===== src/dpb_pkg.sv =====
`timescale 1ns / 1ps

package dpb_pkg;

   // pixel geometry
   localparam int COORD_BITS = 12;
   localparam int DEPTH_BITS = 16;

   // register and result widths
   localparam int CFG_W     = 16;
   localparam int OUT_W     = 32;
   localparam int Z_W       = 16;
   localparam int CSR_IDX_W = 2;
   localparam int NUM_AXES  = 2;

   // datapath widths
   localparam int POS_W  = COORD_BITS + 4;
   localparam int DIFF_W = (POS_W > CFG_W) ? POS_W : CFG_W;
   localparam int PROD_W = DIFF_W + DEPTH_BITS;
   localparam int MAG_W  = PROD_W + 4;
   localparam int QX_W   = (MAG_W > OUT_W + 1) ? MAG_W : OUT_W + 1;

   // divider: quotient bits resolved per pipeline stage
   localparam int DIV_STEPS  = 4;
   localparam int DIV_STAGES = (MAG_W + DIV_STEPS - 1) / DIV_STEPS;

   // saturation limits on the quotient magnitude
   localparam logic [QX_W-1:0] SAT_POS_Q = QX_W'(64'h0000_0000_7FFF_FFFF);
   localparam logic [QX_W-1:0] SAT_NEG_Q = QX_W'(64'h0000_0000_8000_0000);

   // register reset values
   localparam logic [CFG_W-1:0] FOCAL_RESET    = 16'd8400;
   localparam logic [CFG_W-1:0] CENTER_X_RESET = 16'd5112;
   localparam logic [CFG_W-1:0] CENTER_Y_RESET = 16'd3832;

   typedef enum logic [CSR_IDX_W-1:0] {
      CSR_FOCAL_LENGTH = 2'd0,
      CSR_CENTER_X     = 2'd1,
      CSR_CENTER_Y     = 2'd2
   } csr_index_type;

   typedef struct packed {
      logic [CFG_W-1:0] focal_length;
      logic [CFG_W-1:0] center_x;
      logic [CFG_W-1:0] center_y;
   } csr_type;

   typedef struct packed {
      logic [NUM_AXES-1:0][DIFF_W-1:0] diff;
      logic [NUM_AXES-1:0]             neg;
      logic [DEPTH_BITS-1:0]           depth;
      logic                            invalid;
   } front_type;

   typedef struct packed {
      logic [NUM_AXES-1:0][MAG_W-1:0] mag;
      logic [NUM_AXES-1:0]            neg;
      logic [NUM_AXES-1:0]            zero;
      logic [DEPTH_BITS-1:0]          depth;
      logic                           invalid;
   } mag_type;

   typedef struct packed {
      logic [NUM_AXES-1:0][CFG_W-1:0] rem;
      logic [NUM_AXES-1:0][MAG_W-1:0] dq;
      logic [NUM_AXES-1:0]            neg;
      logic [NUM_AXES-1:0]            zero;
      logic [DEPTH_BITS-1:0]          depth;
      logic                           invalid;
   } div_stage_type;

   typedef struct packed {
      logic [NUM_AXES-1:0][MAG_W-1:0] quot;
      logic [NUM_AXES-1:0]            neg;
      logic [NUM_AXES-1:0]            zero;
      logic [DEPTH_BITS-1:0]          depth;
      logic                           invalid;
   } quot_type;

endpackage


===== src/dpb_csr.sv =====
`timescale 1ns / 1ps

module dpb_csr (
   input  logic                            clock,
   input  logic                            reset,
   input  logic                            csr_write_enable,
   input  logic [dpb_pkg::CSR_IDX_W-1:0]   csr_index,
   input  logic [dpb_pkg::CFG_W-1:0]       csr_write_data,
   output dpb_pkg::csr_type                csr
);

   dpb_pkg::csr_type csr_ff;
   dpb_pkg::csr_type csr_in;

   always_comb begin
      csr_in = csr_ff;
      if (csr_write_enable) begin
         case (csr_index)
            dpb_pkg::CSR_FOCAL_LENGTH: csr_in.focal_length = csr_write_data;
            dpb_pkg::CSR_CENTER_X:     csr_in.center_x     = csr_write_data;
            dpb_pkg::CSR_CENTER_Y:     csr_in.center_y     = csr_write_data;
            default:                   csr_in              = csr_ff;
         endcase
      end
   end

   always_ff @(posedge clock) begin
      if (reset) begin
         csr_ff.focal_length <= dpb_pkg::FOCAL_RESET;
         csr_ff.center_x     <= dpb_pkg::CENTER_X_RESET;
         csr_ff.center_y     <= dpb_pkg::CENTER_Y_RESET;
      end else begin
         csr_ff <= csr_in;
      end
   end

   assign csr = csr_ff;

endmodule


===== config.mk =====
export PLATFORM = sky130hd
export DESIGN_NAME = dpb_csr
export DESIGN_NICKNAME = d
export VERILOG_FILES = /design/src/dpb_pkg.sv /design/src/dpb_csr.sv
export SDC_FILE = /design/constraint.sdc
export NUM_CORES = 1
export LEC_CHECK = 0
export BUFFER_PORTS_ARGS = -buffer_cell sky130_fd_sc_hd__buf_4
export CORE_UTILIZATION = 49
export CTS_CLUSTER_DIAMETER = 120
export DETAILED_ROUTE_END_ITERATION = 16
export PLACE_DENSITY = 0.79
export SETUP_SLACK_MARGIN = 0.1
export SLEW_MARGIN = 20
export SYNTH_ARGS = -nofsm -noshare
export SYNTH_HDL_FRONTEND = slang
export SYNTH_SLANG_ARGS = --single-unit

===== constraint.sdc =====
create_clock -name clock -period 1.2 [get_ports clock]
set_clock_uncertainty 0.1 [all_clocks]
set_input_delay 0.24 -clock clock [delete_from_list [all_inputs] [get_ports clock]]
set_output_delay 0.24 -clock clock [all_outputs]
set_load 0.02 [all_outputs]

-- Word-level counts from Yosys, hierarchy flattened
Index checks and enable logic that the tools add are counted.
- add/subtract/negate cells: 0
- multiply operators: 0
- div/mod/pow operators: 0
- magnitude comparators: 0
- equal/unequal tests: 2
- shift-type cells: 0
- multiplexer cells: 0
- bitwise logic cells: 0
- reduce and logical (&&, ||, !) cells: 4
- operator list (kind ; count):
    $reduce_and 2->1 ; 3
    $eq 2x1->1 const B ; 1
    $eq 2x2->1 const B ; 1
    $logic_not 2->1 ; 1
- register bits: 48
- bits in latches: 0
- memory bits (writable): 0
- bits in read-only memories: 0
- input bits: 21
- output and inout port bits: 48
- logic and storage cells: 9
- memories kept: 0

-- Logic depth before layout (Yosys ltp)
- depth in word-level cells: 2
- mapped depth: 5
- mapped depth without buffers: 2

-- Worst setup path before layout
OpenSTA, ideal clock, no wires.
- kind: input port to flip-flop
- start point: in csr_index[0] (netlist bit)
- end point: reg csr_ff, in the netlist csr[38]
- setup time: 72 ps
- arrival time: 915 ps
- required time: 1028 ps
- slack: 113 ps
- stages: 3
- path buffers: 1
- cells stage by stage: nor3b_2 -> buf_4 -> mux2i_1
- word-level cells in the longest chain between the ends: 2
- RTL lines (element ; line ; text):
    from (decl) ; dpb_csr.sv:7 ; input logic [dpb_pkg::CSR_IDX_W-1:0] csr_index,
    $logic_not 2->1 ; dpb_csr.sv:18 ; case (csr_index)
    $reduce_and 2->1 (no source line) ; -- ;
    to (signal assigned) ; dpb_csr.sv:33 ; csr_ff <= csr_in;
    to (decl) ; dpb_csr.sv:12 ; dpb_pkg::csr_type csr_ff;
No other way between the ends.
A chain may end at the register's enable or synchronous reset.

-- Final worst setup path
- start point: reg csr_ff, in the netlist csr[38]
- end point: out csr[38] (netlist bit)
- RTL lines (element ; line ; text):
    to (decl) ; dpb_csr.sv:9 ; output dpb_pkg::csr_type csr
No word-level cell between the ends.

==> flow_summary.toml <==
[status]
status = "complete, no violations"

[cells_and_area]
syn_to_final_growth_pct = 52.6
drive_gt1_share_pct = 53.0
nets = 290
final_cells = 318
fin_area_um2 = 2960
layout_common_cells = "mux2i_1, dfxtp_2, buf_6"
largest_register_ffs = 48
antennaDiodeCount = 0

[worst_setup_path]
crit_family = "flip-flops"
critical_path.max_stage_delay_ns = 0.35
reg2reg_from = "csr[22]"
crit_required_ns = 0.86
crit_cells = 1
path_cells = "buf_6"
rrSetupSlack_ns = 0.31
r2r_end = "csr[22]"
worst-r2r-cell-count = 3
critPathSlowestCell = "dfxtp_2"
crit_fanout = 2
start_kind = "register"
crit_arrival_ns = 0.76
critPathKind = "register to output port"
cp-end-kind = "output port"
path_buf_inv = 1
cp-startpoint = "csr[38]"
critPathCapture = "csr[38]"

[routing]
postRouteAntennaNets = 0
drtPass1Iterations = 4
drc_errors = 0
vias = 1548
vias_per_cell = 4.87
wirelength_um = 4360
first_iter_violations = 48
wl_per_cell_um = 13.7

[grt]
grt_max_degree = 36
grt_pass1_wl_um = 7220
grt_pass1_vias = 1522
grt.overflow.total = 0
antenna_found_initial = 0
grt_usage_pct = 22.9

[timing]
hold_ws_ns = 0.107
period_needed_ns = 1.10
finalSetupTns_ns = 0
drv_slew = 0
setup_viol = 0
tightest_slew_ns = 0.240
hold_viol = 0
slew_headroom_pct = 83.9
fin_crit_sh_pct = 92.0
max_freq_mhz = 906
rsz0062_at_grt = "yes"

[synth]
synth.cell_area_um2 = 1940
ys_seq_area_share_pct = 49.6
syn_nets = 209
yosysWarnings = 0
synth_cell_types = 11
yosysTopAreaCellShare_pct = 49.6
synth.area.top_cells = "dfxtp_1, mux2i_1, nand2b_1"
synth_top_area_cell = "dfxtp_1"
syn_area_per_cell_um2 = 10.3
synth_seq_cells = 48
syn_inst = 188

[pwr]
power_frac_clock_pct = 30.6
internal-power_mw = 2.40
power.share.sequential_pct = 53.7
switching_power_uw = 764
power_frac_comb_pct = 15.6
power_mw = 3.16
power.density_nw_per_um2 = 1070
p_leak_nw = 1.35
ir_drop_uv = 883
switching_share_pct = 24.2

[placement]
postPlaceCellArea_um2 = 2540
io_buffer_count = 68
post-place-cells = 299
place_congestion = 0.733
post-dp-hpwl_um = 2860

[floorplanning]
fp.dieArea_um2 = 4210
num_rows = 22
pin_count = 69
core_region_area_um2 = 3720
start_util_pct = 52.1
die_y_um = 64.9
die_w_um = 64.9

[clock_network]
cts.path.max_buffers = 2
cts.sink_count = 48
htree_levels = 2
holdBufCountCts = 0
cts-root-buf = "clkbuf_8"
cts_tree = "done"
clkLatencyLatePin_ns = 0.30
numCtsBuffers = 5
clk_pin_slew_ns = 0.08

[run]
maxCapViolations = 0

[worst_hold_path]
hold_path.class = "primary input to register"
worst register-to-register path, delay by kind of cell, from the launching register on:
| family | cells | cell delay [ns] |
|---|---|---|
| mux | 1 | 0.08 |
| simple gates | 1 | 0.12 |
| flops | 1 | 0.33 |
| buf+inv | 1 | 0.13 |
metal layers:
layer	vias to the layer above	track usage (%)	part of all wire [%]
met1	722	28.0	43
met4	0	9.44	1.6
met2	43	37.8	50
li1	776	-	-
met5	-	0	0
met3	7	5.99	5.5
metrics by stage:
step | util [%] | worst slack, ns
after CTS | 78.4 | 0.0847
final | 79.6 | 0.0961
after global routing | 79.6 | 0.0651
after detailed placement | 68.5 | -0.0410
after floorplan | - | 0.113
after global placement | 68.5 | -0.0346
cells by family after synthesis:
kind of cell           count (synthesis)  share of synthesized area [%]
and+or+nand+nor                       78                           22.0
muxes                                 48                           24.8
DFF                                   48                           49.6
buffers and inverters                 14                           3.55
how the worst min path moves through the flow:
stage	from	to	slack, ns	cells past startpoint
after detailed placement	csr[37]	csr[37]	0.36	2
final	csr_write_data[5]	csr[37]	0.11	3
after CTS	csr_write_data[13]	csr[45]	0.1	3
after global placement	csr[29]	csr[29]	0.36	2
after global routing	csr_write_data[5]	csr[37]	0.12	3
after floorplan	csr_write_data[9]	csr[41]	0.29	2
final cells by class:
class / count / area (um^2)
flip-flops and latches: 48 / 1020
multi-input cells: 126 / 907
repair buffers: 88 / 878
fillers: 245 / 759
clock buffers: 8 / 90.1
well taps: 48 / 60.1
repair_timing:
item / 4_1_cts / 5_1_grt
cloned: 0 / 0
gates resized for setup: 96 / 0
buffers inserted: 5 / 6
setup endpoints to repair: 48 / 48
power groups by stage:
stage               clock [mW]  combinational (mW)  sequential [mW]
floorplan                    0               0.172             1.78
global placement             0               0.435             1.71
detailed placement           0               0.440             1.72
CTS                       1.01               0.484             1.70
global route              1.07               0.529             1.71
finish                   0.969               0.494             1.70
synth_stat cells (all sizes together):
cell	count
dfxtp	48
mux2i	48
nand2b	41
nor2	31
buf	9
clkbuf	5
and3b	2
nand3b	2
nor3b	1
or3b	1
Note: power is estimated with default switching activity, not from simulation.
