`src/dpb_pkg.sv`:
```
`timescale 1ns / 1ps

package dpb_pkg;

   // pixel geometry
   localparam int COORD_BITS = 12;
   localparam int DEPTH_BITS = 16;

   // register and result widths
   localparam int CFG_W     = 16;
   localparam int OUT_W     = 32;
   localparam int Z_W       = 16;
   localparam int CSR_IDX_W = 2;
   localparam int NUM_AXES  = 2;

   // datapath widths
   localparam int POS_W  = COORD_BITS + 4;
   localparam int DIFF_W = (POS_W > CFG_W) ? POS_W : CFG_W;
   localparam int PROD_W = DIFF_W + DEPTH_BITS;
   localparam int MAG_W  = PROD_W + 4;
   localparam int QX_W   = (MAG_W > OUT_W + 1) ? MAG_W : OUT_W + 1;

   // divider: quotient bits resolved per pipeline stage
   localparam int DIV_STEPS  = 4;
   localparam int DIV_STAGES = (MAG_W + DIV_STEPS - 1) / DIV_STEPS;

   // saturation limits on the quotient magnitude
   localparam logic [QX_W-1:0] SAT_POS_Q = QX_W'(64'h0000_0000_7FFF_FFFF);
   localparam logic [QX_W-1:0] SAT_NEG_Q = QX_W'(64'h0000_0000_8000_0000);

   // register reset values
   localparam logic [CFG_W-1:0] FOCAL_RESET    = 16'd8400;
   localparam logic [CFG_W-1:0] CENTER_X_RESET = 16'd5112;
   localparam logic [CFG_W-1:0] CENTER_Y_RESET = 16'd3832;

   typedef enum logic [CSR_IDX_W-1:0] {
      CSR_FOCAL_LENGTH = 2'd0,
      CSR_CENTER_X     = 2'd1,
      CSR_CENTER_Y     = 2'd2
   } csr_index_type;

   typedef struct packed {
      logic [CFG_W-1:0] focal_length;
      logic [CFG_W-1:0] center_x;
      logic [CFG_W-1:0] center_y;
   } csr_type;

   typedef struct packed {
      logic [NUM_AXES-1:0][DIFF_W-1:0] diff;
      logic [NUM_AXES-1:0]             neg;
      logic [DEPTH_BITS-1:0]           depth;
      logic                            invalid;
   } front_type;

   typedef struct packed {
      logic [NUM_AXES-1:0][MAG_W-1:0] mag;
      logic [NUM_AXES-1:0]            neg;
      logic [NUM_AXES-1:0]            zero;
      logic [DEPTH_BITS-1:0]          depth;
      logic                           invalid;
   } mag_type;

   typedef struct packed {
      logic [NUM_AXES-1:0][CFG_W-1:0] rem;
      logic [NUM_AXES-1:0][MAG_W-1:0] dq;
      logic [NUM_AXES-1:0]            neg;
      logic [NUM_AXES-1:0]            zero;
      logic [DEPTH_BITS-1:0]          depth;
      logic                           invalid;
   } div_stage_type;

   typedef struct packed {
      logic [NUM_AXES-1:0][MAG_W-1:0] quot;
      logic [NUM_AXES-1:0]            neg;
      logic [NUM_AXES-1:0]            zero;
      logic [DEPTH_BITS-1:0]          depth;
      logic                           invalid;
   } quot_type;

endpackage

```
`src/dpb_divider.sv`:
```
`timescale 1ns / 1ps

module dpb_divider (
   input  logic                          clock,
   input  logic                          reset,
   input  logic [dpb_pkg::CFG_W-1:0]     divisor,
   input  logic                          in_valid,
   output logic                          in_ready,
   input  dpb_pkg::mag_type              in_data,
   output logic                          out_valid,
   input  logic                          out_ready,
   output dpb_pkg::quot_type             out_data
);

   localparam int NS = dpb_pkg::DIV_STAGES;

   // restoring division: remainder on top, dividend shifting out as quotient shifts in
   function automatic dpb_pkg::div_stage_type div_steps(
      input dpb_pkg::div_stage_type s_in,
      input logic [dpb_pkg::CFG_W-1:0] dvs,
      input int first
   );
      dpb_pkg::div_stage_type s;
      logic [dpb_pkg::CFG_W:0] trial;
      s = s_in;
      for (int a = 0; a < dpb_pkg::NUM_AXES; a++) begin
         for (int j = 0; j < dpb_pkg::DIV_STEPS; j++) begin
            if (first + j < dpb_pkg::MAG_W) begin
               trial   = {s.rem[a], s.dq[a][dpb_pkg::MAG_W-1]};
               s.dq[a] = {s.dq[a][dpb_pkg::MAG_W-2:0], 1'b0};
               if (trial >= {1'b0, dvs}) begin
                  trial      = trial - {1'b0, dvs};
                  s.dq[a][0] = 1'b1;
               end
               s.rem[a] = trial[dpb_pkg::CFG_W-1:0];
            end
         end
      end
      return s;
   endfunction

   dpb_pkg::div_stage_type stage_ff [NS];
   dpb_pkg::div_stage_type stage_in [NS];
   dpb_pkg::div_stage_type stage_src [NS];
   logic [NS-1:0]          valid_ff;
   logic [NS-1:0]          valid_src;
   logic [NS:0]            ready;
   dpb_pkg::div_stage_type init;

   always_comb begin
      init.rem     = '0;
      init.dq      = in_data.mag;
      init.neg     = in_data.neg;
      init.zero    = in_data.zero;
      init.depth   = in_data.depth;
      init.invalid = in_data.invalid;
   end

   assign ready[NS] = out_ready;

   for (genvar s = 0; s < NS; s++) begin : g_stage
      if (s == 0) begin : g_first
         assign stage_src[s] = init;
         assign valid_src[s] = in_valid;
      end else begin : g_next
         assign stage_src[s] = stage_ff[s-1];
         assign valid_src[s] = valid_ff[s-1];
      end

      assign stage_in[s] = div_steps(stage_src[s], divisor, s * dpb_pkg::DIV_STEPS);
      assign ready[s]    = !valid_ff[s] || ready[s+1];

      always_ff @(posedge clock) begin
         if (reset) begin
            valid_ff[s] <= 1'b0;
         end else if (ready[s]) begin
            valid_ff[s] <= valid_src[s];
         end
      end

      always_ff @(posedge clock) begin
         if (ready[s] && valid_src[s]) begin
            stage_ff[s] <= stage_in[s];
         end
      end
   end

   assign in_ready = ready[0];
   assign out_valid = valid_ff[NS-1];

   always_comb begin
      out_data.quot    = stage_ff[NS-1].dq;
      out_data.neg     = stage_ff[NS-1].neg;
      out_data.zero    = stage_ff[NS-1].zero;
      out_data.depth   = stage_ff[NS-1].depth;
      out_data.invalid = stage_ff[NS-1].invalid;
   end

endmodule

```
`config.mk`:
```
export PLATFORM = sky130hd
export DESIGN_NAME = dpb_divider
export DESIGN_NICKNAME = d
export VERILOG_FILES = /design/src/dpb_pkg.sv /design/src/dpb_divider.sv
export SDC_FILE = /design/constraint.sdc
export NUM_CORES = 2
export LEC_CHECK = 0
export ABC_CLOCK_PERIOD_IN_PS = 18250
export BUFFER_PORTS_ARGS = -buffer_cell sky130_fd_sc_hd__clkbuf_2
export CORE_AREA = 2 2 397 399
export CTS_CLUSTER_DIAMETER = 200
export CTS_CLUSTER_SIZE = 24
export DETAILED_ROUTE_END_ITERATION = 6
export DIE_AREA = 0 0 399 401
export GPL_ROUTABILITY_DRIVEN = 1
export HOLD_SLACK_MARGIN = 0.12
export PLACE_DENSITY_LB_ADDON = 0.05
export SKIP_LAST_GASP = 1
export SLEW_MARGIN = 10
export SYNTH_ARGS = -nofsm -noshare
export SYNTH_HDL_FRONTEND = slang
export SYNTH_SLANG_ARGS = --single-unit
```
`constraint.sdc`:
```
create_clock -name clock -period 18.25 [get_ports clock]
set_input_delay 1.825 -clock clock [delete_from_list [all_inputs] [get_ports clock]]
set_output_delay 1.825 -clock clock [all_outputs]
set_load 0.01 [all_outputs]
```
# Word-level counts from Yosys, hierarchy flattened
# Memories as Yosys holds them, arrays and structs flattened.
# Cells that the tools add are included.
# word_totals
inputBits	113
out_inout_bits	95
n_memories	1
mem_bits_rw	1125
wordCells	343
ff_bits	9
# mem_list
memory	words	word_bits	read_ports	rd_ports_with_merged_regs	write_ports	line	source
stage_ff	9	125	9	0	9	dpb_divider.sv:42	dpb_pkg::div_stage_type stage_ff [NS];
# classes
mux	162
order_cmp	72
reduce_logical	27
add_sub_neg	72
# op_table
cell	n
17-bit by 16-bit greater-or-equal comparator with 1-bit output	70
16-bit 2-to-1 mux	72
16-bit subtractor	70
1-bit 2-to-1 mux	90
1-bit by 16-bit greater-or-equal comparator with 1-bit output	2
1-bit by 16-bit subtractor with 16-bit output	2
1-bit logical AND	9
1-bit zero test	9
1-bit logical OR	9

# Longest topological paths before layout
# logic_depth
word_depth	13
mapped_depth	54
mapped_depth_nobuf	47

# Worst setup path before layout
# OpenSTA, ideal clock, no wires.
# synth_timing
path_kind	input to register
from	input port divisor[1] in the netlist's numbering
to	memory stage_ff[0][991] in the netlist's numbering, data pin
n_path_buf	5
t_required_ns	17.990
path_slack_ns	1.383
setup_ns	0.260
stages	48
arrival_ns	16.607
path_cell_list	inv_1 -> clkbuf_1 -> ha_1 -> nor2b_1 -> o21bai_1 -> a2111oi_1 -> nor2_2 -> a21o_1 -> nand3_1 -> buf_1 -> clkbuf_1 -> nand2_1 -> o21ai_0 -> inv_1 -> ha_1 -> nor2b_1 -> o2111ai_1 -> a311oi_1 -> [... 12 more ...] -> a21oi_1 -> a21o_1 -> a221oi_1 -> buf_2 -> mux2i_1 -> ha_1 -> nor2b_1 -> o31a_1 -> o22a_1 -> a211o_1 -> a31o_1 -> a21o_1 -> and2_1 -> o21a_1 -> o31a_1 -> a2111oi_4 -> buf_6 -> mux2_2
# synth_lines
element	line	source
start: declaration	dpb_divider.sv:6	input logic [dpb_pkg::CFG_W-1:0] divisor,
end: declaration	dpb_divider.sv:42	

==> results.yml <==
status:
  outcome: "complete, no violations"
die:
  start_util: 0.607
  die_h_um: 401
  dieWidth_um: 399
  core_mm2: 0.156
  io_pins: 208
  rows: 145
  die_area_mm2: 0.160
yosys:
  synthXorXnorAreaFrac: 0.0730
  synth.distinct_cells: 105
  yosysWarningCount: 0
  yosys.area_share.simple: 0.127
  ys_seq_area_frac: 0.349
  synth_top_family_by_area: "compound AO/OA/AOI/OAI gates"
  synthMuxAreaShare: 0.0746
  syn_area_mm2: 0.0945
  syn_inst: 9522
  synth_edf_count: 1093
  ys_ff_latch: 1102
  synth_compound_area_frac: 0.181
  synth_fa_ha_area_frac: 0.163
  async_flop_share: 0
  ys.flop_type: "edfxtp_1"
  syn_avg_cell_area_um2: 9.92
  synthesis.nets: 10827
critical_path:
  crit_fanout: 22
  r2r_start: "stage_ff[0][364]$_DFFE_PP_"
  startpoint_type: "input port"
  required_ns: 18.71
  slowest_stage: "a221o_1"
  slowest_delay_ns: 0.78
  crit_arrival_ns: 14.88
  critical_path_class: "in2reg"
  critPathLaunch: "divisor[6]"
  endpoint_kind: "register"
  worst_path_most_repeated_cell: "o21ai_0"
cells_and_area:
  drive_above_1_share: 0.109
  final_core_util: 0.639
  final_cell_mix: "ha_1 (1,124), edfxtp_1 (1,093), a21oi_1 (811), nor2_1 (666), nand2_1 (576)"
  fillers: 12791
  areaGrowthSynthToFinish_pct: 5.19
  final_common_cell: "ha_1"
  nets: 10967
  design_area_mm2: 0.0994
  fin_cells: 11733
clock_tree:
  cts.sinks: 1102
  cts_tree: "done"
  cts_buffer_depth: 3
  post_cts_resized: 0
  cts_buffers: 51
  cts.clk_slew.worst_paths_ns: 0.12
  cts_setup_buffers: 0
  cts_max_level: 2
  worstSkewPairLatency_ns: 0.74
  hold_buffers: 0
  root_buffer: "clkbuf_16"
timing:
  worst_pin_slew_ns: 1.22
  finalSetupViolations: 0
  clock_skew_ns: 0.0487
  maxSlewViolCount: 0
  fin_tns_setup_ns: 0
  post-route-period-util: 0.790
  rsz0062_at_grt: "no"
  hold_violations: 0
  clock.fmax_mhz: 69.4
  slew_headroom: 0.185
  period_needed_ns: 14.42
detailed_routing:
  wire_per_inst_um: 22.5
  antenna_left: 0
  drc: 0
  drt_iter0_markers: 6367
  wl_um: 264000
  viasPerCell: 6.42
  first_pass_iters: 6
  via_count: 75290
placement:
  place.gp.congestion: 0.962
  portBuffers: 207
  place_area_mm2: 0.0980
  dp_hpwl_um: 197000
  dp_cells: 11667
global_routing:
  grt_overflow_total: 0
  grt_max_degree: 108
  grt_pass1_wl_um: 407000
  antenna_found_initial: 4
  gr-usage-all-layers: 0.320
  grt_pass1_vias: 72405
hold_path:
  hold_start: "stage_ff[0][213]$_DFFE_PP_"
  hp-class: "reg2reg"
run:
  cap_viol_max_count: 0
-- flip-flops by register name, indices dropped and copies added (netlist names) --
| signal | count |
|---|---|
| out_valid | 1 |
| stage_ff | 1093 |
| valid_ff | 8 |
-- Yosys cell counts (all sizes together), types with 25 or more instances --
master / count / area [um2]
a211oi: 90 / 691
edfxtp: 1093 / 32800
nor3: 210 / 1050
a31oi: 75 / 475
nand3: 159 / 796
inv: 461 / 1730
fa: 68 / 1360
nand4: 175 / 1090
a31o: 26 / 228
a2111oi: 27 / 257
nor2b: 161 / 1010
clkbuf: 101 / 379
nor2: 667 / 2510
o21ai: 545 / 2730
mux2i: 103 / 1030
buf: 134 / 902
a21oi: 813 / 4070
ha: 1124 / 14100
nand2: 577 / 2170
xor2: 279 / 2440
a21o: 303 / 2270
o41ai: 33 / 289
o31a: 51 / 447
mux2: 531 / 6020
o21bai: 87 / 653
o2111ai: 29 / 254
xnor2: 508 / 4450
a221o: 26 / 260
o221ai: 25 / 219
o31ai: 58 / 445
nor4: 51 / 319
nand2b: 125 / 782
or2: 51 / 319
and2: 53 / 332
a21boi: 58 / 435
o21a: 168 / 1260
a211o: 28 / 245
and3: 72 / 450
o211ai: 47 / 353
or3: 63 / 399
-- per-stage QoR --
stage,hold WS [ns],worst slack (ns)
2_1_floorplan,0.400,1.38
3_3_place_gp,0.400,3.50
5_1_grt,0.404,2.63
3_5_place_dp,0.405,3.29
6_report,0.396,3.83
4_1_cts,0.398,3.98
-- layout make-up --
cell class	instances	area (um2)	share of cell area
clock inverter	3	55.1	0.000554
timing repair buffer	322	1990	0.0200
sequential	1102	33000	0.332
tap	2058	2570	0.0259
clock buffer	59	1320	0.0132
antenna	4	10.0	0.000101
inverter	463	1780	0.0179
multi-input combinational	7722	58700	0.590
-- path summary, 6_finish.rpt --
check | end | slack (ns) | cells past startpoint
worst max-delay path | stage_ff[0][494]$_DFFE_PP_ | 3.83 | 46
worst max register to register | stage_ff[0][494]$_DFFE_PP_ | 5.24 | 43
worst min-delay path | stage_ff[0][342]$_DFFE_PP_ | 0.40 | 0
worst min register to register | stage_ff[0][342]$_DFFE_PP_ | 0.40 | 0
-- metal layers --
layer  up-vias  wire, um  track usage
met5         -        23            0
met3       442     15600       0.0330
met2      2366    124000        0.537
met4         4      8340       0.0931
met1     36320    116000        0.438
li1      36158         -            -
-- cell families (layout without fill, tap and decap cells) --
kind of cell             count (synthesis)  count (layout)
flip-flops                            1102            1102
adder cells (fa/ha/maj)               1192            1192
AO/OA/AOI/OAI                         2658            2658
multiplexers                           634             634
AND/OR/NAND/NOR                       2451            2451
other                                    0               4
XOR/XNOR                               787             787
buffers and inverters                  698             847
-- critical path, delay by kind of cell --
| kind | cells | cell delay (ns) |
|---|---|---|
| simple gates | 9 | 1.64 |
| buf+inv | 7 | 1.74 |
| fa+ha+maj | 4 | 1.27 |
| mux | 1 | 0.53 |
| compound gates | 25 | 7.82 |
Power is left out: the tool's default activity adds up to more than one toggle a clock period on the data nets, which glitch-free logic cannot reach.
