**config.mk**
```make
export PLATFORM = sky130hd
export DESIGN_NAME = dpb_front
export DESIGN_NICKNAME = d
export VERILOG_FILES = /design/src/dpb_pkg.sv /design/src/dpb_front.sv
export SDC_FILE = /design/constraint.sdc
export NUM_CORES = 1
export LEC_CHECK = 0
export ABC_AREA = 0
export BUFFER_PORTS_ARGS = -buffer_cell sky130_fd_sc_hd__buf_2
export CORE_MARGIN = 10
export CORE_UTILIZATION = 60
export CTS_CLUSTER_DIAMETER = 100
export DETAILED_ROUTE_END_ITERATION = 8
export PLACE_DENSITY = 0.79
export SKIP_CTS_REPAIR_TIMING = 1
export SYNTH_ARGS = -nofsm -noshare
export SYNTH_HDL_FRONTEND = slang
export SYNTH_SLANG_ARGS = --single-unit
```
**constraint.sdc**
```tcl
create_clock -name clock -period 7.9 [get_ports clock]
set_input_delay 1.58 -clock clock [delete_from_list [all_inputs] [get_ports clock]]
set_output_delay 1.58 -clock clock [all_outputs]
set_load 0.05 [all_outputs]
```
**src/dpb_pkg.sv**
```systemverilog
`timescale 1ns / 1ps

package dpb_pkg;

   // pixel geometry
   localparam int COORD_BITS = 12;
   localparam int DEPTH_BITS = 16;

   // register and result widths
   localparam int CFG_W     = 16;
   localparam int OUT_W     = 32;
   localparam int Z_W       = 16;
   localparam int CSR_IDX_W = 2;
   localparam int NUM_AXES  = 2;

   // datapath widths
   localparam int POS_W  = COORD_BITS + 4;
   localparam int DIFF_W = (POS_W > CFG_W) ? POS_W : CFG_W;
   localparam int PROD_W = DIFF_W + DEPTH_BITS;
   localparam int MAG_W  = PROD_W + 4;
   localparam int QX_W   = (MAG_W > OUT_W + 1) ? MAG_W : OUT_W + 1;

   // divider: quotient bits resolved per pipeline stage
   localparam int DIV_STEPS  = 4;
   localparam int DIV_STAGES = (MAG_W + DIV_STEPS - 1) / DIV_STEPS;

   // saturation limits on the quotient magnitude
   localparam logic [QX_W-1:0] SAT_POS_Q = QX_W'(64'h0000_0000_7FFF_FFFF);
   localparam logic [QX_W-1:0] SAT_NEG_Q = QX_W'(64'h0000_0000_8000_0000);

   // register reset values
   localparam logic [CFG_W-1:0] FOCAL_RESET    = 16'd8400;
   localparam logic [CFG_W-1:0] CENTER_X_RESET = 16'd5112;
   localparam logic [CFG_W-1:0] CENTER_Y_RESET = 16'd3832;

   typedef enum logic [CSR_IDX_W-1:0] {
      CSR_FOCAL_LENGTH = 2'd0,
      CSR_CENTER_X     = 2'd1,
      CSR_CENTER_Y     = 2'd2
   } csr_index_type;

   typedef struct packed {
      logic [CFG_W-1:0] focal_length;
      logic [CFG_W-1:0] center_x;
      logic [CFG_W-1:0] center_y;
   } csr_type;

   typedef struct packed {
      logic [NUM_AXES-1:0][DIFF_W-1:0] diff;
      logic [NUM_AXES-1:0]             neg;
      logic [DEPTH_BITS-1:0]           depth;
      logic                            invalid;
   } front_type;

   typedef struct packed {
      logic [NUM_AXES-1:0][MAG_W-1:0] mag;
      logic [NUM_AXES-1:0]            neg;
      logic [NUM_AXES-1:0]            zero;
      logic [DEPTH_BITS-1:0]          depth;
      logic                           invalid;
   } mag_type;

   typedef struct packed {
      logic [NUM_AXES-1:0][CFG_W-1:0] rem;
      logic [NUM_AXES-1:0][MAG_W-1:0] dq;
      logic [NUM_AXES-1:0]            neg;
      logic [NUM_AXES-1:0]            zero;
      logic [DEPTH_BITS-1:0]          depth;
      logic                           invalid;
   } div_stage_type;

   typedef struct packed {
      logic [NUM_AXES-1:0][MAG_W-1:0] quot;
      logic [NUM_AXES-1:0]            neg;
      logic [NUM_AXES-1:0]            zero;
      logic [DEPTH_BITS-1:0]          depth;
      logic                           invalid;
   } quot_type;

endpackage

```
**src/dpb_front.sv**
```systemverilog
`timescale 1ns / 1ps

module dpb_front (
   input  logic                              clock,
   input  logic                              reset,
   input  dpb_pkg::csr_type                  csr,
   input  logic                              in_valid,
   output logic                              in_ready,
   input  logic [dpb_pkg::COORD_BITS-1:0]    pixel_column,
   input  logic [dpb_pkg::COORD_BITS-1:0]    pixel_row,
   input  logic [dpb_pkg::DEPTH_BITS-1:0]    depth_mm,
   input  logic                              depth_invalid,
   output logic                              out_valid,
   input  logic                              out_ready,
   output dpb_pkg::mag_type                  out_data
);

   logic                 diff_valid_ff;
   dpb_pkg::front_type   diff_ff;
   dpb_pkg::front_type   diff_in;
   logic                 mag_valid_ff;
   dpb_pkg::mag_type     mag_ff;
   dpb_pkg::mag_type     mag_in;
   logic                 mag_ready;
   logic                 diff_ready;

   // first stage: offset from the principal point, as sign and magnitude
   always_comb begin
      logic [dpb_pkg::NUM_AXES-1:0][dpb_pkg::DIFF_W-1:0] pos;
      logic [dpb_pkg::NUM_AXES-1:0][dpb_pkg::DIFF_W-1:0] ctr;
      pos[0] = dpb_pkg::DIFF_W'({pixel_column, 4'b0000});
      pos[1] = dpb_pkg::DIFF_W'({pixel_row, 4'b0000});
      ctr[0] = dpb_pkg::DIFF_W'(csr.center_x);
      ctr[1] = dpb_pkg::DIFF_W'(csr.center_y);
      for (int a = 0; a < dpb_pkg::NUM_AXES; a++) begin
         diff_in.neg[a]  = pos[a] < ctr[a];
         diff_in.diff[a] = diff_in.neg[a] ? (ctr[a] - pos[a]) : (pos[a] - ctr[a]);
      end
      diff_in.depth   = depth_mm;
      diff_in.invalid = depth_invalid;
   end

   // second stage: one multiplier per axis
   always_comb begin
      logic [dpb_pkg::PROD_W-1:0] prod;
      mag_in.neg     = diff_ff.neg;
      mag_in.depth   = diff_ff.depth;
      mag_in.invalid = diff_ff.invalid;
      for (int a = 0; a < dpb_pkg::NUM_AXES; a++) begin
         prod = dpb_pkg::PROD_W'(diff_ff.diff[a]) * dpb_pkg::PROD_W'(diff_ff.depth);
         mag_in.mag[a]  = {prod, 4'b0000};
         mag_in.zero[a] = (prod == '0);
      end
   end

   assign mag_ready  = !mag_valid_ff || out_ready;
   assign diff_ready = !diff_valid_ff || mag_ready;
   assign in_ready   = diff_ready;

   always_ff @(posedge clock) begin
      if (reset) begin
         diff_valid_ff <= 1'b0;
         mag_valid_ff  <= 1'b0;
      end else begin
         if (diff_ready) begin
            diff_valid_ff <= in_valid;
         end
         if (mag_ready) begin
            mag_valid_ff <= diff_valid_ff;
         end
      end
   end

   always_ff @(posedge clock) begin
      if (diff_ready && in_valid) begin
         diff_ff <= diff_in;
      end
      if (mag_ready && diff_valid_ff) begin
         mag_ff <= mag_in;
      end
   end

   assign out_valid = mag_valid_ff;
   assign out_data  = mag_ff;

endmodule

```
# After elaboration in Yosys (flattened, before gate mapping)
# Index checks and enable logic that the tools add are counted.
[classes] n_addsub=4 n_mul=2 magnitude_cmp=2 n_mux=2 reduce_logical=8
[ops] op="32-bit zero test" n=2
[ops] op="16-bit by 16-bit multiplier with 32-bit output" n=2
[ops] op="16-bit subtractor" n=4
[ops] op="16-bit < comparator" n=2
[ops] op="16-bit two-way mux" n=2
[ops] op="1-bit logical AND" n=2
[ops] op="1-bit zero test" n=2
[ops] op="1-bit logical OR" n=2
[totals] register_bits=138 input_bits=93 out_inout_bits=95 elab_cells=31

# Depth between registers and ports, before layout
# Gate-level depths: netlist of the first run.
[logic_depth] depth_word=4 depth_mapped=25 depth_no_buf=23

# Worst setup path before layout of the first run
# Ideal clock, no wire load.
[synth_path] path_type="register to register" startpoint="register diff_ff[47] (netlist bit)" endpoint="register mag_ff, in the netlist out_data[18] (data pin)" setup_time_ns=0.176 arrival_ns=6.592 t_required_ns=7.724 setup_slack_ns=1.132 path_stages_with_launch=24 n_path_buf=2 synth_period_minus_slack_ns=6.768 cell_sequence="edfxtp_1 clkbuf_1 nand2_1 fa_1 fa_1 fa_1 inv_1 fa_1 fa_1 inv_1 fa_1 inv_1 ha_1 clkbuf_1 a41o_1 a21oi_1 o311ai_1 a221oi_1 a21oi_1 a41oi_1 a21oi_1 xnor2_1 or4_1 nor4_1"
[synth_rtl] item="start, declared" line="dpb_front.sv:19" source="dpb_pkg::front_type diff_ff;"
[synth_rtl] item="start signal, assigned" line="dpb_front.sv:76" source="diff_ff <= diff_in;"
[synth_rtl] item="end signal, assigned" line="dpb_front.sv:79" source="mag_ff <= mag_in;"
[synth_rtl] item="end, declared" line="dpb_front.sv:22" source="dpb_pkg::mag_type mag_ff;"

==> run metrics, run 1 <==
Most used DFF post-synth=edfxtp_1; Worst Hold Class=reg2reg; row count=roughly 70; WS Path Type=reg2reg; Die W=219 µm; number of global-route vias before repair=18771; Worst-Margin Slew=1.21 ns; DRC Markers=0; CTS tree=built; antenna violations before repair=1; area delta synth->final=9.27%; count of cell types in the netlist=65; final wirelength=between 50000 and 60000 µm; starting density of the core=61.0%; Clock Pin Slew Worst Setup and Hold Paths=~0.060 ns; EDFF count, synth=136; Die H=roughly 220 µm; Avg WL per Cell=17.0 µm; post-synth top area share=between 30% and 40%; Max clock buf depth=2; top post-synthesis cells by area=fa_1 33%, edfxtp_1 17%, ha_1 13%; setup TNS=0 ns; Synth async-reset ratio=0%; Post-Syn Area per Cell=9.50 µm²; critical path startpoint category=register; htree depth=4; First-pass DRT Iterations=5; Num CTS Buffers=17; Ports=188; Worst slew margin=about a fifth; Multi-input gate area=17200 µm²; first-pass GRT wire length=90300 µm; total grt overflow=0; Via Count=17567; post-synthesis sequential area ratio=between 10% and 20%; Port Buf Inserts=163; worst-path maximum fanout=9; largest net degree at the start of global routing=between 50 and 60; post-synthesis cell count=2494; CP endpoint kind=register; post-route ant nets=0; Post-Syn Area=between 20000 and 25000 µm²; # clock sinks=138; Yosys warning total=0; Synth Register Bits=138; clk_lat worst skew=0.46 ns; nets=3377; # fillers=slightly above 3000; Fin Clk Skew=0.00918 ns; Register Area=roughly 4100 µm²; Die ar.=47800 µm²; GRT Total Usage=a little under a quarter; Fin. Hold Viols=0; clock root buffer=clkbuf_16; Max Cap Viol=0; Max Slew Vio Count=0; layout cells sized above 1=10.3%; final setup violation count=0; core area=38800 µm²; Final HPWL DP=44000 µm; Tmin final=about 7.5 ns; fin crit share=94.9%; via-per-instance ratio=5.54; Max Freq=133 MHz; Worst Path Required=8.16 ns; status=complete, no violations; Synth area leader=fa_1; RSZ-0062 raised after global routing=no; CP arrival=7.76 ns; Initial DRC Count=1121; GPL Wtd Cong=0.925
metal layers:
| metal | GRT usage (%) | wire, µm | vias up |
|---|---|---|---|
| met3 | 5.04 | 4030 | 114 |
| li1 | - | - | 8052 |
| met2 | 40.1 | 27000 | 657 |
| met4 | 8.92 | 1540 | 0 |
| met5 | 0 | 0 | - |
| met1 | 28.8 | 21300 | 8744 |
logic make-up (layout without fill, tap and decap cells):
logic type | Yosys count | count (layout) | share of synthesized area, %
AND/OR/NAND/NOR | 712 | 712 | 14.9
AO/OA/AOI/OAI | 280 | 280 | 7.83
XOR/XNOR | 79 | 79 | 2.92
multiplexers | 11 | 11 | 0.470
other | 1 | 9 | 0.0158
adder cells (fa/ha/maj) | 644 | 644 | 46.4
flip-flops | 138 | 138 | 17.4
buffers and inverters | 629 | 781 | 10.1
synth_stat cells (all sizes together) (4+ instances only):
library cell	number
and2	247
a221oi	4
nand4	9
clkbuf	100
and3	5
edfxtp	136
or4	4
xor2	24
o21ai	46
a31oi	5
buf	9
a211oi	12
o21a	15
fa	390
mux2i	10
a21boi	4
o211ai	9
nor4	8
inv	520
ha	254
nand3	10
o21bai	16
nor3	24
nand2b	4
a21o	47
o31ai	10
or2	4
a2111oi	5
a21oi	79
nand2	319
xnor2	55
a31o	4
or3	6
nor2	50
nor2b	10
stage by stage:
stage	setup slack, ns	util (%)	hold WS [ns]	cells	cell area [µm²]
2_1_floorplan	1.13	-	0.400	2501	23700
3_3_place_gp	0.391	64.7	0.406	3123	25100
3_5_place_dp	0.241	64.7	0.406	3123	25100
4_1_cts	0.219	66.3	0.420	3155	25700
5_1_grt	0.0261	66.7	0.439	3171	25900
6_report	0.402	66.7	0.418	3172	25900
registers in the layout, summed over array words and instances (netlist names):
register / count
out_data: 85
diff_ff: 51
diff_valid_ff: 1
out_valid: 1
worst max-delay path: stages, from the launching register on:
cell       delay (ns)
edfxtp_1         0.60
and2_1           0.25
fa_1             0.50
inv_1            0.05
fa_1             0.41
fa_1             0.57
inv_1            0.05
ha_1             0.28
fa_1             0.48
inv_1            0.05
fa_1             0.47
inv_1            0.04
ha_1             0.34
a2111oi_2        0.47
a21oi_2          0.11
xnor2_1          0.17
or4b_1           0.56
or4b_1           0.54
nor4_2           0.30
or4b_1           0.48
nand4bb_1        0.21
nor4bb_1         0.34
cells in the final DEF (no fill, tap or decap), types with 5 or more instances in the layout:
master and count:
and3_1 5, o21bai_1 16, edfxtp_1 136, o31ai_1 10, nor2_1 50, clkbuf_16 17, and2_1 246, nor2b_1 9
mux2i_1 10, a211oi_1 12, o21ai_0 45, nor4_1 7, a21o_1 45, nand3_1 10, a31oi_1 5, fa_1 390
conb_1 8, buf_4 64, nor3_1 24, inv_1 520, nand2_1 319, nand4_1 9, or3_1 6, o211ai_1 9
ha_1 254, a21oi_1 78, xor2_1 24, buf_2 163, o21a_1 15, xnor2_1 55
path summary, 6_finish.rpt:
kind | start | end | slack, ns | cells past startpoint
worst max-delay path | diff_ff[23] | out_data[17] | 0.40 | 21
worst min-delay path | diff_ff[18] | out_data[20] | 0.42 | 0
worst max register to register | diff_ff[23] | out_data[17] | 0.40 | 21
worst min register to register | diff_ff[18] | out_data[20] | 0.42 | 0
area by class of cell:
type                            instances  share of cell area [%]
Multi-Input combinational cell       1734                    66.5
Sequential cell                       138                    15.9
Inverter                              520                    7.54
Timing Repair Buffer                  229                    5.16
Tap cell                              518                    2.50
Clock buffer                           19                    1.67
Clock inverter                         13                   0.681
Antenna cell                            1                 0.00966
Power of run 1 is left out: the tool's default activity adds up to more than one toggle a clock period on the data nets, which glitch-free logic cannot reach.
==> run 2: changes to the inputs <==
- ABC_AREA: 0 -> 1
- PLACE_DENSITY: 0.79 -> 0.78
==> run 2 against run 1 <==
Clock skew rose by 0.0060 ns. First-iteration DRC count grew 13%. Sequential share of layout area shrank 1.2 points. Flip-flop and latch count unchanged. Highest routed layer unchanged. Utilization decreased by 1.7 points. Non-clock buffer count down 39. Count of clock-buffer cells in the layout down 2. Setup slack improved by 1.0 ns. Cell count rose by 32%. Register-to-register slack better by 1.0 ns. Area after synthesis is 11% higher. Critical path type unchanged.
==> run metrics, run 2 <==
CP dominant cell by count=fa_1; DRC Markers=0; Fin Clk Skew=0.0152 ns; post-route insts no fill=4180; most numerous cell in the Yosys netlist=nand2_1; Tmin final=~6.5 ns; Post-Syn Area=26300 µm²; Multi-input gate area=17800 µm²; final wirelength=58900 µm; Register Area=4120 µm²; First-pass DRT Iterations=6; M1 WL=23400 µm; post-synth top area share=29.7%; via-per-instance ratio=about 5.0; final setup violation count=0; Die W=229 µm; antenna violations before repair=1; Max Freq=154 MHz; post-synthesis cell count=3504; Synth area leader=fa_1; placed insts=4147; count of cell types in the netlist=40; CP endpoint kind=register; Worst slew margin=23.0%; Yosys warning total=0; largest net degree at the start of global routing=52; Worst-Margin Slew=1.15 ns; Clock Pin Slew Worst Setup and Hold Paths=0.07 ns; critical path startpoint category=register; most common cell after layout, fill and taps aside=nand2_1; slowest CP cell=edfxtp_1; Port Buf Inserts=163; Synth Register Bits=138; post-synthesis sequential area ratio=15.7%; GRT Total Usage=a little under a quarter; max reg flops=85; Post-Syn Area per Cell=7.50 µm²; r2r startpoint=diff_ff[4]; Design Area, Final=28000 µm²; number of global-route vias before repair=between 20000 and 25000; Fin. Hold Viols=0; Most used DFF post-synth=edfxtp_1; setup TNS=0 ns; Met3 Routed Length=between 3000 and 4000 µm; Post-synth top cells=1121 x nand2_1, 1011 x inv_1, 390 x fa_1, 254 x ha_1, 136 x edfxtp_1; top layer in use=met4; clock root buffer=clkbuf_16; WS Path Type=reg2reg; Worst Hold Class=reg2reg; starting density of the core=60.8%; nets=4318; fin crit share=82.1%; CP Buf/Inv Count=4; Via Count=21006; row count=76; top post-synthesis cells by area=fa_1 30%, nand2_1 16%, edfxtp_1 16%; Max clock buf depth=2; Max Cap Viol=0; Avg WL per Cell=14.1 µm; Worst Path Required=roughly 8.3 ns; crit-path max cell delay=1.05 ns; hold_sp=diff_ff[0]; GPL Wtd Cong=about 0.9; Ports=about 190; Synth async-reset ratio=0%; crit path cell chain=buf_4, nand2_1, fa_1, fa_1, fa_1, inv_1, fa_1, fa_1, inv_1, fa_1, inv_1, ha_1, nand2_1, nor2_1, nand3_1, nand3_1, nand2_1, nand3_1, nand3_1, nor2_1, nand2_1, nor2_1; Initial DRC Count=1267; EDFF count, synth=about 140; # fillers=3759; post-route ant nets=0; core area=43200 µm²; CTS tree=built; Final WS setup=1.41 ns; total grt overflow=0; Max Slew Vio Count=0; clk_lat worst skew=around 0.5 ns; status=complete, no violations; Placed Area=27500 µm²; area delta synth->final=6.74%; layout cells sized above 1=around 7.8%; Worst path top cell family by delay=adder cells; worst-path maximum fanout=21; Num CTS Buffers=17; Critical Path Source=diff_ff[4]; dpl ws=about 1.5 ns; Final HPWL DP=48600 µm; Die ar.=around 53000 µm²; # clock sinks=between 100 and 150; CP arrival=between 6 and 7 ns; Die H=around 230 µm; htree depth=4; RSZ-0062 raised after global routing=no; met2 wire length=around 30000 µm; most frequent cells in the layout=1121 x nand2_1, 1010 x inv_1, 390 x fa_1; first-pass GRT wire length=102000 µm
[run 2: cell types whose count changed in the layout (fill, tap and decap cells not counted), sizes merged, moves of 19 or more]
cell   change
a21o      -38
and2     -243
buf       -39
inv      +506
nand2    +821
nand3     +85
nor2      +71
nor3      -19
o21ai     -25
xnor2     -45
[run 2: layout make-up]
| type | count | area share [%] |
|---|---|---|
| multi-input combinational | 2218 | 63.4 |
| sequential | 138 | 14.7 |
| inverter | 1016 | 13.6 |
| timing repair buffer | 190 | 3.63 |
| tap | 585 | 2.61 |
| clock buffer | 17 | 1.52 |
| clock inverter | 15 | 0.549 |
| antenna | 1 | 0.00892 |
[run 2: worst reg2reg max path, delay by kind of cell, from the launching register on]
| family | cells | cell delay, ns |
|---|---|---|
| flip-flops | 1 | 1.05 |
| buffers and inverters | 4 | 0.49 |
| adder cells (fa/ha/maj) | 7 | 3.38 |
| AND/OR/NAND/NOR | 11 | 1.44 |
[run 2: logic make-up after synthesis]
kind of cell / synth area share [%]
simple gates: 21.7
fa+ha+maj: 41.8
other cells: 0.0143
xor+xnor: 1.53
flops: 15.7
compound gates: 2.46
buf+inv: 16.8
[run 2: stage by stage]
| step | util (%) | hold slack [ns] |
|---|---|---|
| after floorplan | - | 0.400 |
| after global placement | 63.6 | 0.402 |
| after detailed placement | 63.6 | 0.406 |
| after CTS | 64.9 | 0.423 |
| after global routing | 64.9 | 0.447 |
| final | 64.9 | 0.422 |
[run 2: path summary, 6_finish.rpt]
check,end,slack [ns],depth (start not counted)
min reg2reg,out_data[0],0.42,0
max reg2reg,out_data[17],1.41,22
min,out_data[0],0.42,0
max,out_data[17],1.41,22
[run 2: routing by layer]
| layer | track usage (%) | vias to the layer above |
|---|---|---|
| met2 | 42.4 | 646 |
| met1 | 26.9 | 10016 |
| met5 | 0 | - |
| li1 | - | 10208 |
| met4 | 9.72 | 0 |
| met3 | 4.25 | 136 |
Power of run 2 is left out for the same reason.
